[src/design/sts_pkg.sv]
// Shared types, widths and constants for the solar tracker servo stepper.
// No dependencies; imported by sts_axis_step and solar_tracker_servo_stepper.
package sts_pkg;

	localparam int unsigned SAMPLE_BITS              = 12;
	localparam int unsigned MARGIN_W                 = 12;
	localparam int unsigned STEP_W                   = 8;
	localparam int unsigned PULSE_W                  = 15;
	localparam int unsigned CFG_DATA_W               = 15;
	localparam int unsigned MARGIN_FRAC_BITS_DEFAULT = 12;

	localparam logic [MARGIN_W-1:0] MARGIN_RESET    = 12'd328;
	localparam logic [STEP_W-1:0]   STEP_RESET      = 8'd7;
	localparam logic [PULSE_W-1:0]  PULSE_MIN_RESET = 15'd500;
	localparam logic [PULSE_W-1:0]  PULSE_MAX_RESET = 15'd1900;
	localparam logic [PULSE_W-1:0]  PULSE_RESET     = 15'd500;

	typedef enum logic [1:0] {
		CFG_MARGIN    = 2'd0,
		CFG_STEP      = 2'd1,
		CFG_PULSE_MIN = 2'd2,
		CFG_PULSE_MAX = 2'd3
	} cfg_reg_t;

	typedef struct packed {
		logic [SAMPLE_BITS-1:0] top_right;
		logic [SAMPLE_BITS-1:0] top_left;
		logic [SAMPLE_BITS-1:0] bottom_left;
		logic [SAMPLE_BITS-1:0] bottom_right;
	} sample_t;

	typedef struct packed {
		logic [PULSE_W-1:0] horizontal_pulse_us;
		logic [PULSE_W-1:0] vertical_pulse_us;
		logic               aligned;
	} result_t;

	// Step request for one axis; at most one of the two is set.
	typedef struct packed {
		logic up;
		logic down;
	} axis_cmd_t;

endpackage

[src/design/sts_axis_step.sv]
// One servo axis: step the pulse width up or down, then clamp it.
// Depends on sts_pkg for widths and the axis_cmd_t request struct.
module sts_axis_step (
	input  logic [sts_pkg::PULSE_W-1:0] pulse,
	input  logic [sts_pkg::STEP_W-1:0]  step,
	input  sts_pkg::axis_cmd_t          cmd,
	input  logic [sts_pkg::PULSE_W-1:0] pulse_min,
	input  logic [sts_pkg::PULSE_W-1:0] pulse_max,
	output logic [sts_pkg::PULSE_W-1:0] pulse_next
);
	import sts_pkg::*;

	localparam int unsigned SUM_W = PULSE_W + 2;

	logic signed [SUM_W-1:0] base;
	logic signed [SUM_W-1:0] delta;
	logic signed [SUM_W-1:0] stepped;
	logic signed [SUM_W-1:0] lim_min;
	logic signed [SUM_W-1:0] lim_max;
	logic signed [SUM_W-1:0] capped;
	logic signed [SUM_W-1:0] clamped;

	assign base    = signed'({2'b00, pulse});
	assign delta   = signed'({{(SUM_W-STEP_W){1'b0}}, step});
	assign lim_min = signed'({2'b00, pulse_min});
	assign lim_max = signed'({2'b00, pulse_max});

	always_comb begin
		if (cmd.up) begin
			stepped = base + delta;
		end else if (cmd.down) begin
			stepped = base - delta;
		end else begin
			stepped = base;
		end
	end

	// Maximum first, then minimum: a minimum above the maximum wins.
	assign capped  = (stepped > lim_max) ? lim_max : stepped;
	assign clamped = (capped < lim_min) ? lim_min : capped;

	assign pulse_next = clamped[PULSE_W-1:0];

endmodule

[src/design/solar_tracker_servo_stepper.sv]
// Path: a sample word goes to stage 1, then stage 2, then the result register.
// Throughput: one sample word per cycle unless output stalls; the per-word loop on
// pulse and flag state closes in the last stage, so consecutive words never wait on
// each other. Each stage advances on its own when its successor is empty or moving.
// Reset: asynchronous, active low; registers return to margin 328, step 7 us,
// limits 500..1900 us, both pulses 500 us, both reached flags clear, pipeline empty.
module solar_tracker_servo_stepper #(
	parameter int unsigned MARGIN_FRAC_BITS = sts_pkg::MARGIN_FRAC_BITS_DEFAULT
) (
	input  logic                           clk,
	input  logic                           arst_n,

	input  logic                           sample_valid,
	output logic                           sample_ready,
	input  sts_pkg::sample_t               sample,

	output logic                           result_valid,
	input  logic                           result_ready,
	output sts_pkg::result_t               result,

	input  logic                           cfg_valid,
	output logic                           cfg_ready,
	input  sts_pkg::cfg_reg_t              cfg_index,
	input  logic [sts_pkg::CFG_DATA_W-1:0] cfg_data
);
	import sts_pkg::*;

	localparam int unsigned SUM_W  = SAMPLE_BITS + 1;
	localparam int unsigned PROD_W = MARGIN_W + SUM_W;
	// Wide enough for both |diff| << F and margin * pair sum.
	localparam int unsigned CMP_W  = SAMPLE_BITS + 1 +
		((MARGIN_FRAC_BITS > MARGIN_W) ? MARGIN_FRAC_BITS : MARGIN_W);

	// ------------------------------------------------------------------
	// Configuration registers. The port never stalls.
	// ------------------------------------------------------------------
	logic [MARGIN_W-1:0] margin_q;
	logic [STEP_W-1:0]   step_q;
	logic [PULSE_W-1:0]  pulse_min_q;
	logic [PULSE_W-1:0]  pulse_max_q;

	assign cfg_ready = 1'b1;

	always_ff @(posedge clk or negedge arst_n) begin
		if (!arst_n) begin
			margin_q    <= MARGIN_RESET;
			step_q      <= STEP_RESET;
			pulse_min_q <= PULSE_MIN_RESET;
			pulse_max_q <= PULSE_MAX_RESET;
		end else if (cfg_valid && cfg_ready) begin
			unique case (cfg_index)
				CFG_MARGIN:    margin_q    <= cfg_data[MARGIN_W-1:0];
				CFG_STEP:      step_q      <= cfg_data[STEP_W-1:0];
				CFG_PULSE_MIN: pulse_min_q <= cfg_data[PULSE_W-1:0];
				CFG_PULSE_MAX: pulse_max_q <= cfg_data[PULSE_W-1:0];
			endcase
		end
	end

	// ------------------------------------------------------------------
	// Handshake: each stage loads when it is empty or its word moves on.
	// ------------------------------------------------------------------
	logic valid_s1;
	logic valid_s2;
	logic result_valid_q;
	logic en_s1;
	logic en_s2;
	logic en_out;

	assign en_out       = !result_valid_q || result_ready;
	assign en_s2        = !valid_s2 || en_out;
	assign en_s1        = !valid_s1 || en_s2;
	assign sample_ready = en_s1;

	// ------------------------------------------------------------------
	// Stage 1: capture the four samples.
	// ------------------------------------------------------------------
	sample_t sample_s1;

	always_ff @(posedge clk or negedge arst_n) begin
		if (!arst_n) begin
			valid_s1 <= 1'b0;
		end else if (en_s1) begin
			valid_s1 <= sample_valid;
		end
	end

	always_ff @(posedge clk) begin
		if (en_s1 && sample_valid) begin
			sample_s1 <= sample;
		end
	end

	// ------------------------------------------------------------------
	// Stage 1 -> 2: pair sums, margin products, pair differences.
	// The band test  s*2*2^F > (2^F-m)*p  and  s*2*2^F < (2^F+m)*p  is
	// the same as  |2s - p| * 2^F < m*p . For a pair, 2s - p is the
	// difference of its two samples, so one test covers both members.
	// A dark pair (p = 0) fails, since 0 < 0 is false.
	// ------------------------------------------------------------------
	logic [SAMPLE_BITS-1:0] tl, tr, bl, br;
	logic [SUM_W-1:0]       sum_top, sum_bot, sum_left, sum_right;
	logic [SAMPLE_BITS-1:0] absd_top, absd_bot, absd_left, absd_right;
	logic [PROD_W-1:0]      prod_top, prod_bot, prod_left, prod_right;
	logic                   v_inc, v_dec, h_inc, h_dec;

	assign tl = sample_s1.top_left;
	assign tr = sample_s1.top_right;
	assign bl = sample_s1.bottom_left;
	assign br = sample_s1.bottom_right;

	assign sum_top   = {1'b0, tl} + {1'b0, tr};
	assign sum_bot   = {1'b0, bl} + {1'b0, br};
	assign sum_left  = {1'b0, tl} + {1'b0, bl};
	assign sum_right = {1'b0, tr} + {1'b0, br};

	assign absd_top   = (tl >= tr) ? (tl - tr) : (tr - tl);
	assign absd_bot   = (bl >= br) ? (bl - br) : (br - bl);
	assign absd_left  = (tl >= bl) ? (tl - bl) : (bl - tl);
	assign absd_right = (tr >= br) ? (tr - br) : (br - tr);

	assign prod_top   = {{SUM_W{1'b0}}, margin_q} * {{MARGIN_W{1'b0}}, sum_top};
	assign prod_bot   = {{SUM_W{1'b0}}, margin_q} * {{MARGIN_W{1'b0}}, sum_bot};
	assign prod_left  = {{SUM_W{1'b0}}, margin_q} * {{MARGIN_W{1'b0}}, sum_left};
	assign prod_right = {{SUM_W{1'b0}}, margin_q} * {{MARGIN_W{1'b0}}, sum_right};

	// Step direction: left brighter lowers vertical, top brighter raises horizontal.
	assign v_dec = (tl > tr) && (bl > br);
	assign v_inc = (tl < tr) && (bl < br);
	assign h_inc = (tl > bl) && (tr > br);
	assign h_dec = (tl < bl) && (tr < br);

	logic [SAMPLE_BITS-1:0] absd_top_s2, absd_bot_s2, absd_left_s2, absd_right_s2;
	logic [PROD_W-1:0]      prod_top_s2, prod_bot_s2, prod_left_s2, prod_right_s2;
	logic                   v_inc_s2, v_dec_s2, h_inc_s2, h_dec_s2;

	always_ff @(posedge clk or negedge arst_n) begin
		if (!arst_n) begin
			valid_s2 <= 1'b0;
		end else if (en_s2) begin
			valid_s2 <= valid_s1;
		end
	end

	always_ff @(posedge clk) begin
		if (en_s2 && valid_s1) begin
			absd_top_s2   <= absd_top;
			absd_bot_s2   <= absd_bot;
			absd_left_s2  <= absd_left;
			absd_right_s2 <= absd_right;
			prod_top_s2   <= prod_top;
			prod_bot_s2   <= prod_bot;
			prod_left_s2  <= prod_left;
			prod_right_s2 <= prod_right;
			v_inc_s2      <= v_inc;
			v_dec_s2      <= v_dec;
			h_inc_s2      <= h_inc;
			h_dec_s2      <= h_dec;
		end
	end

	// ------------------------------------------------------------------
	// Stage 2 -> result: band compares, flag and pulse update, clamp.
	// ------------------------------------------------------------------
	logic ok_top, ok_bot, ok_left, ok_right;
	logic v_in_band, h_in_band;

	assign ok_top   = CMP_W'({absd_top_s2,   {MARGIN_FRAC_BITS{1'b0}}}) < CMP_W'(prod_top_s2);
	assign ok_bot   = CMP_W'({absd_bot_s2,   {MARGIN_FRAC_BITS{1'b0}}}) < CMP_W'(prod_bot_s2);
	assign ok_left  = CMP_W'({absd_left_s2,  {MARGIN_FRAC_BITS{1'b0}}}) < CMP_W'(prod_left_s2);
	assign ok_right = CMP_W'({absd_right_s2, {MARGIN_FRAC_BITS{1'b0}}}) < CMP_W'(prod_right_s2);

	assign v_in_band = ok_top && ok_bot;
	assign h_in_band = ok_left && ok_right;

	logic [PULSE_W-1:0] v_pulse_q, h_pulse_q;
	logic               v_done_q, h_done_q;
	logic [PULSE_W-1:0] v_pulse_nx, h_pulse_nx;
	logic               v_done_nx, h_done_nx, aligned_nx;
	axis_cmd_t          v_cmd, h_cmd;

	// An axis inside its band holds still; otherwise step toward the light.
	assign v_cmd.up   = !v_in_band && v_inc_s2;
	assign v_cmd.down = !v_in_band && v_dec_s2;
	assign h_cmd.up   = !h_in_band && h_inc_s2;
	assign h_cmd.down = !h_in_band && h_dec_s2;

	sts_axis_step u_vert (
		.pulse      (v_pulse_q),
		.step       (step_q),
		.cmd        (v_cmd),
		.pulse_min  (pulse_min_q),
		.pulse_max  (pulse_max_q),
		.pulse_next (v_pulse_nx)
	);

	sts_axis_step u_horz (
		.pulse      (h_pulse_q),
		.step       (step_q),
		.cmd        (h_cmd),
		.pulse_min  (pulse_min_q),
		.pulse_max  (pulse_max_q),
		.pulse_next (h_pulse_nx)
	);

	// Flags are sticky until both are set; then report aligned and drop both.
	assign v_done_nx  = v_done_q || v_in_band;
	assign h_done_nx  = h_done_q || h_in_band;
	assign aligned_nx = v_done_nx && h_done_nx;

	logic    advance;
	result_t result_q;

	assign advance = valid_s2 && en_out;

	always_ff @(posedge clk or negedge arst_n) begin
		if (!arst_n) begin
			v_pulse_q      <= PULSE_RESET;
			h_pulse_q      <= PULSE_RESET;
			v_done_q       <= 1'b0;
			h_done_q       <= 1'b0;
			result_valid_q <= 1'b0;
		end else begin
			if (en_out) begin
				result_valid_q <= valid_s2;
			end
			if (advance) begin
				v_pulse_q <= v_pulse_nx;
				h_pulse_q <= h_pulse_nx;
				v_done_q  <= v_done_nx && !aligned_nx;
				h_done_q  <= h_done_nx && !aligned_nx;
			end
		end
	end

	always_ff @(posedge clk) begin
		if (advance) begin
			result_q.horizontal_pulse_us <= h_pulse_nx;
			result_q.vertical_pulse_us   <= v_pulse_nx;
			result_q.aligned             <= aligned_nx;
		end
	end

	assign result_valid = result_valid_q;
	assign result       = result_q;

`ifndef NO_ASSERTIONS
	// Both flags set together are always folded into an aligned word.
	a_flags_never_both: assert property (@(posedge clk) disable iff (!arst_n)
		!(v_done_q && h_done_q))
		else $error("both reached flags held at once");

	// Input is refused only when every stage holds a word and output is stalled.
	a_stall_only_full: assert property (@(posedge clk) disable iff (!arst_n)
		!sample_ready |-> (valid_s1 && valid_s2 && result_valid_q && !result_ready))
		else $error("input stalled with room in the pipeline");

	// A reported aligned word leaves both flags clear.
	a_aligned_clears: assert property (@(posedge clk) disable iff (!arst_n)
		(advance && aligned_nx) |=> (!v_done_q && !h_done_q))
		else $error("flags survived an aligned word");

	// With sane limits the stored pulses stay inside them.
	a_pulse_in_range: assert property (@(posedge clk) disable iff (!arst_n)
		(advance && (pulse_min_q <= pulse_max_q)) |->
		(v_pulse_nx >= pulse_min_q && v_pulse_nx <= pulse_max_q &&
		 h_pulse_nx >= pulse_min_q && h_pulse_nx <= pulse_max_q))
		else $error("pulse width left the configured limits");
`endif

endmodule
[config.mk]
export PLATFORM = sky130hd
export DESIGN_NAME = solar_tracker_servo_stepper
export DESIGN_NICKNAME = d
export VERILOG_FILES = /design/src/design/sts_pkg.sv /design/src/design/sts_axis_step.sv /design/src/design/solar_tracker_servo_stepper.sv
export SDC_FILE = /design/constraint.sdc
export NUM_CORES = 2
export LEC_CHECK = 0
export BUFFER_PORTS_ARGS = -buffer_cell sky130_fd_sc_hd__buf_2
export CAP_MARGIN = 20
export CORE_AREA = 3 3 327 248
export CTS_BUF_LIST = sky130_fd_sc_hd__clkbuf_8
export DETAILED_ROUTE_END_ITERATION = 10
export DIE_AREA = 0 0 330 251
export MAX_ROUTING_LAYER = met4
export PLACE_DENSITY = 0.71
export RECOVER_POWER = 25
export SLEW_MARGIN = 5
export SYNTH_ARGS = -nofsm -noshare
export SYNTH_HDL_FRONTEND = slang
export SYNTH_SLANG_ARGS = --single-unit
[constraint.sdc]
create_clock -name clk -period 10.4 [get_ports clk]
set_clock_uncertainty 0.2 [all_clocks]
set_input_delay 0.52 -clock clk [delete_from_list [all_inputs] [get_ports clk]]
set_output_delay 0.52 -clock clk [all_outputs]
set_load 0.1 [all_outputs]
* Word level (Yosys, flattened, before mapping)
Index checks and enable logic that the tools add are counted.
Storage, ports and cells: bits in registers 316, bits in latches 0, memory bits (writable) 0, ROM bits 0, bits of input ports 70, output and inout bits 34, logic and storage cells 117, memories 0
Cells by class: add/subtract/negate cells 16, multiply operators 4, div/mod/pow operators 0, magnitude comparators 20, equal/unequal tests 3, shift-type cells 0, muxes and demuxes 12, bitwise gates (word level) 0, reduce and logical (&&, ||, !) cells 32
Operators by type and width (number):
- $mux W17 | 6
- $lt A24 B25 Y1 | 4
- $mul A12 B13 Y25 | 4
- $sub A12 B12 Y12 | 8
- $add A12 B12 Y13 | 4
- $ge A12 B12 Y1 | 4
- $gt A12 B12 Y1 | 4
- $lt A12 B12 Y1 | 4
- $mux W12 | 4
- $gt A17 B16 Y1 | 2
- $lt A17 B16 Y1 | 2
- $add A15 B8 Y16 | 2
- $sub A15 B8 Y16 | 2
- $mux W15 | 2
- $logic_and A1 B1 Y1 | 16
- $reduce_and A2 Y1 | 4
- $logic_not A1 Y1 | 6
- $logic_or A1 B1 Y1 | 5
- $eq A2 B2 Y1 const B | 2
- $eq A2 B1 Y1 const B | 1
- $logic_not A2 Y1 | 1

* Longest topological paths before layout
word-level depth 10, gate-level depth with buffers 33, mapped depth without buffers 31

* Hierarchy
From an unflattened synthesis, not the netlist that was laid out.
Unflattened totals: cell total of the unflattened synthesis 4415, area, all modules 42226.7 sq um
Modules (own cells, without submodules):
- solar_tracker_servo_stepper | instances 1, cells each 3829, area an instance 37755.0 sq um, seq. area each 9102.5 sq um
- sts_axis_step | instances 2, cells each 293, area an instance 2235.9 sq um, seq. area each 0.0 sq um

* Least setup slack after synthesis
Ideal clock, no wire load.
path kind reg2reg, from register sample_s1 (netlist bit tr[1]), to register prod_right_s2[24] (data pin), library setup time 0.260 ns, arrival 7.233 ns, required time 9.940 ns, path slack 2.707 ns, stages on the path, launching flop included 30, buffers on the path 1, clock period less this slack 7.693 ns, cell sequence edfxtp_1 -> inv_1 -> ha_1 -> nand2b_1 -> a21oi_1 -> o21ai_0 -> a21oi_1 -> o21ai_0 -> a21oi_1 -> o21ai_0 -> a21oi_1 -> o41ai_1 -> clkbuf_1 -> mux2_2 -> fa_1 -> inv_1 -> fa_1 -> inv_1 -> fa_1 -> fa_1 -> inv_1 -> fa_1 -> ha_1 -> and3_1 -> a211o_1 -> a31oi_1 -> a21oi_1 -> a21o_1 -> a21oi_1 -> xnor2_1
On the way: cells in the longest elaborated chain, start to end 2
RTL lines:
- start, declared | RTL line solar_tracker_servo_stepper.sv:78 | sample_t sample_s1;
- start signal, assigned | RTL line solar_tracker_servo_stepper.sv:90 | sample_s1 <= sample;
- $add A12 B12 Y13 | RTL line solar_tracker_servo_stepper.sv:115 | assign sum_right = {1'b0, tr} + {1'b0, br};
- $mul A12 B13 Y25 | RTL line solar_tracker_servo_stepper.sv:125 | assign prod_right = {{SUM_W{1'b0}}, margin_q} * {{MARGIN_W{1'b0}}, sum_right};
- net prod_right[24] | RTL line solar_tracker_servo_stepper.sv:104 | logic [PROD_W-1:0] prod_top, prod_bot, prod_left, prod_right;
- end signal, assigned | RTL line solar_tracker_servo_stepper.sv:154 | prod_right_s2 <= prod_right;
- end, declared | RTL line solar_tracker_servo_stepper.sv:134 | logic [PROD_W-1:0] prod_top_s2, prod_bot_s2, prod_left_s2, prod_right_s2;
The timed path passes the listed nets, and every way through them passes these cells. A chain may end at the register's enable or synchronous reset.

* Worst setup path in the final report
from register step_q[1], to register h_pulse_q[0]
On the way: cells in the longest elaborated chain, start to end 7, elaborated cells between the ends (all ways) 8, classes of those cells 2 x add/sub; 2 x order compare; 4 x mux
RTL lines:
- start, declared | RTL line solar_tracker_servo_stepper.sv:38 | logic [STEP_W-1:0] step_q;
- start signal, assigned | RTL line solar_tracker_servo_stepper.sv:53 | CFG_STEP: step_q <= cfg_data[STEP_W-1:0];
- $sub A15 B8 Y16 | RTL line sts_axis_step.sv:32 | stepped = base - delta;
- $mux W17 | RTL line sts_axis_step.sv:31 | end else if (cmd.down) begin
- $mux W17 * | RTL line sts_axis_step.sv:29 | if (cmd.up) begin
- $gt A17 B16 Y1 | RTL line sts_axis_step.sv:39 | assign capped = (stepped > lim_max) ? lim_max : stepped;
- $mux W17 * | RTL line sts_axis_step.sv:39
- $lt A17 B16 Y1 | RTL line sts_axis_step.sv:40 | assign clamped = (capped < lim_min) ? lim_min : capped;
- $mux W15 * | RTL line sts_axis_step.sv:40
- net h_pulse_nx[0] | RTL line solar_tracker_servo_stepper.sv:178 | logic [PULSE_W-1:0] v_pulse_nx, h_pulse_nx;
- end signal, assigned | RTL line solar_tracker_servo_stepper.sv:229 | h_pulse_q <= h_pulse_nx;
- end, declared | RTL line solar_tracker_servo_stepper.sv:176 | logic [PULSE_W-1:0] v_pulse_q, h_pulse_q;
The timed path passes the listed nets; every way through them passes the cells marked *.

==> flow_summary.yaml <==
floorplanning:
  die_y_um: 251
  num_rows: 89
  ios: 104
  core-area_mm2: 0.0783
  die_area_mm2: 0.0828
  start_util_pct: 54.7
  die_x_um: 330
worst_setup_path:
  cp.required_ps: 10770
  start_kind: "flop"
  timing.rr.start: "step_q[1]"
  arrival_ps: 9440
  end_kind: "flop"
  crit_start: "step_q[1]"
  path_class: "flop to flop"
  crit_slowest_cell: "a2111oi_0"
  max_stage_delay_ps: 720
  crit_top_cell: "a21oi_1"
  crit_fanout: 15
routing:
  wire_per_inst_um: 21.4
  dr.pass1.iters: 8
  drc: 0
  drtIter0Drc: 2960
  via_per_inst: 5.83
  vias: 33300
  ant_nets: 0
  wl_um: 122000
run_status:
  run_status: "complete, but fails checks"
  violations: "max-capacitance violations, max-slew violations"
synth:
  synth_compound_area_share_pct: 11.9
  synth_simple_gate_area_share_pct: 13.4
  synth_edf_count: 231
  synth_area_leaders: "fa_1, edfxtp_1, ha_1"
  synth-xor-area-share_pct: 3.29
  ys_seq_area_share_pct: 21.2
  ys_ff_latch: 316
  synth-adder-area-share_pct: 36.8
  synth_cell_type_count: 99
  synth_top_family_by_area: "adder cells"
  synthFlopType: "edfxtp_1"
  postSynthAreaPerCell_um2: 9.45
  yosys.area.top_type: "fa_1"
  async_flop_share_pct: 26.9
  synth_area_mm2: 0.0429
  synth.area.mux_share_pct: 5.27
  ys.warnings.count: 0
  synth_nets: 5592
  yosysTopAreaCellShare_pct: 21.3
  netlist_instances: 4536
placed_design:
  place_hpwl_um: 93500
  port_buffers: 102
  gp_congestion: 1.02
sta:
  fin_crit_ps: 9070
  fmaxAchievable_mhz: 110
  rsz0062_at_grt: "false"
  slew_headroom_pct: -153
  finalHoldViolations: 0
  setup_viol: 0
  finalCritPeriodShare_pct: 87.2
  fin_tns_setup_ps: 0
  slew_violations: 248
  worst_pin_slew_ps: 3790
min_path:
  hold_start: "cfg_index[0]"
  hp-class: "input pin to flop"
cts:
  cts_root_buf: "clkbuf_8"
  cts_tree: "done"
  clkLatencyLatePin_ps: 680
  cts_buffer_depth: 3
  cts_buffers: 56
  clk_pin_slew_worst_paths_ps: 70
  post_cts_resized: 0
  clock_sinks: 316
  cts_max_level: 2
finish:
  areaGrowthSynthToFinish_pct: 7.70
  layout.nets: 5670
  drive_gt1_share_pct: 9.85
grt:
  grt_pass1_vias: 33200
  grt_max_degree: 76
  grt_use_total_pct: 30.8
  antenna_found_initial: 5
  globalRouteOverflowTotal: 0
  grt_first_pass_wirelength_um: 193000
flow_run:
  drv_cap: 5
cells in the mapped netlist (all sizes together), types with 37 or more instances:
master and count:
clkbuf 190, nand3 62, a21o 64, nor2b 87
nand2b 41, and2 138, ha 530, fa 456
nor3 70, nand2 482, nor2 165, a21oi 170
a21boi 44, mux2i 48, edfxtp 231, nand4 37
xnor2 106, inv 698, xor2 55, mux2 151
o21a 56, o21ai 226, dfrtp 54
path summary, 6_finish.rpt:
path | endpoint | slack, ps | depth (start not counted)
worst max-delay path | h_pulse_q[0] | 1330 | 30
worst min-delay path | margin_q[4] | 300 | 4
worst max register to register | h_pulse_q[0] | 1330 | 30
worst min register to register | valid_s2 | 300 | 1
max in group asynchronous | margin_q[9] | 5090 | 3
min in group asynchronous | valid_s1 | 400 | 2
metrics by stage:
step | std cells | setup slack, ps | instance area [um2] | utilization (%) | hold slack [ps]
2_1_floorplan | 4536 | 2710 | 42900 | - | 24.4
3_3_place_gp | 5534 | 1720 | 44400 | 56.7 | 217
3_5_place_dp | 5535 | 1620 | 44400 | 56.7 | 219
4_1_cts | 5707 | 1610 | 46200 | 59.0 | 6.87
5_1_grt | 5710 | 728 | 46200 | 59.0 | 273
6_report | 5710 | 1330 | 46200 | 59.0 | 300
cell usage in the layout, fill, tap and decap left out, types with 26 or more instances in the layout:
cell type	instances
a31oi_1	31
dlygate4sd3_1	67
a21o_1	64
nand2b_1	41
nand4_1	37
nand2_1	481
nor2b_1	87
xnor2_1	105
mux2i_1	47
clkbuf_1	26
o21bai_1	31
buf_2	80
dfstp_2	29
nor3_1	67
dfrtp_1	48
nor2_1	162
edfxtp_1	231
o21a_1	55
a21boi_0	44
o21ai_0	204
and2_1	136
fa_1	456
inv_1	717
xor2_1	54
buf_4	59
ha_1	530
a21oi_1	168
nand3_1	62
clkbuf_8	66
mux2_2	127
kinds of logic after synthesis:
family,after synthesis
buf+inv,913
flops,316
mux,199
simple gates,1182
fa+ha+maj,986
compound gates,778
other cells,1
xor+xnor,161
layer usage:
layer / track usage (%) / vias up / share of wire, % / routed length [um]
li1: - / 15200 / - / -
met5: - / - / 0 / 0
met4: 6.11 / 0 / 2.1 / 2600
met1: 46.2 / 16500 / 47 / 56900
met2: 43.2 / 1453 / 42 / 50800
met3: 6.26 / 158 / 9.7 / 11900
critical path: cells and delay by family (launching register included):
family	cells	cell delay, ps
adder cells (fa/ha/maj)	3	920
flip-flops	1	620
AO/OA/AOI/OAI	19	5020
XOR/XNOR	1	200
buffers and inverters	2	410
AND/OR/NAND/NOR	3	890
multiplexers	2	700
cell type report:
class	instances	area [um2]
sequential	316	9110
antenna	3	7.51
fill	6826	32100
inverter	699	2630
clock inverter	39	251
multi-input combinational	3307	30300
timing repair buffer	234	1630
tap	1046	1310
clock buffer	66	908
sequential cells by signal, summed over array words and instances (netlist names), 25 cells and up:
name / count
prod_right_s2: 25
prod_top_s2: 25
prod_bot_s2: 25
prod_left_s2: 25
result: 31
timing repair:
action / in CTS / in global routing
hold buffers: 67 / 0
buffers inserted: 0 / 0
hold endpoints to repair: 120 / 0
Power is not shown: default switching activity piles up to over one toggle a cycle in this logic, so the estimate is an artifact.
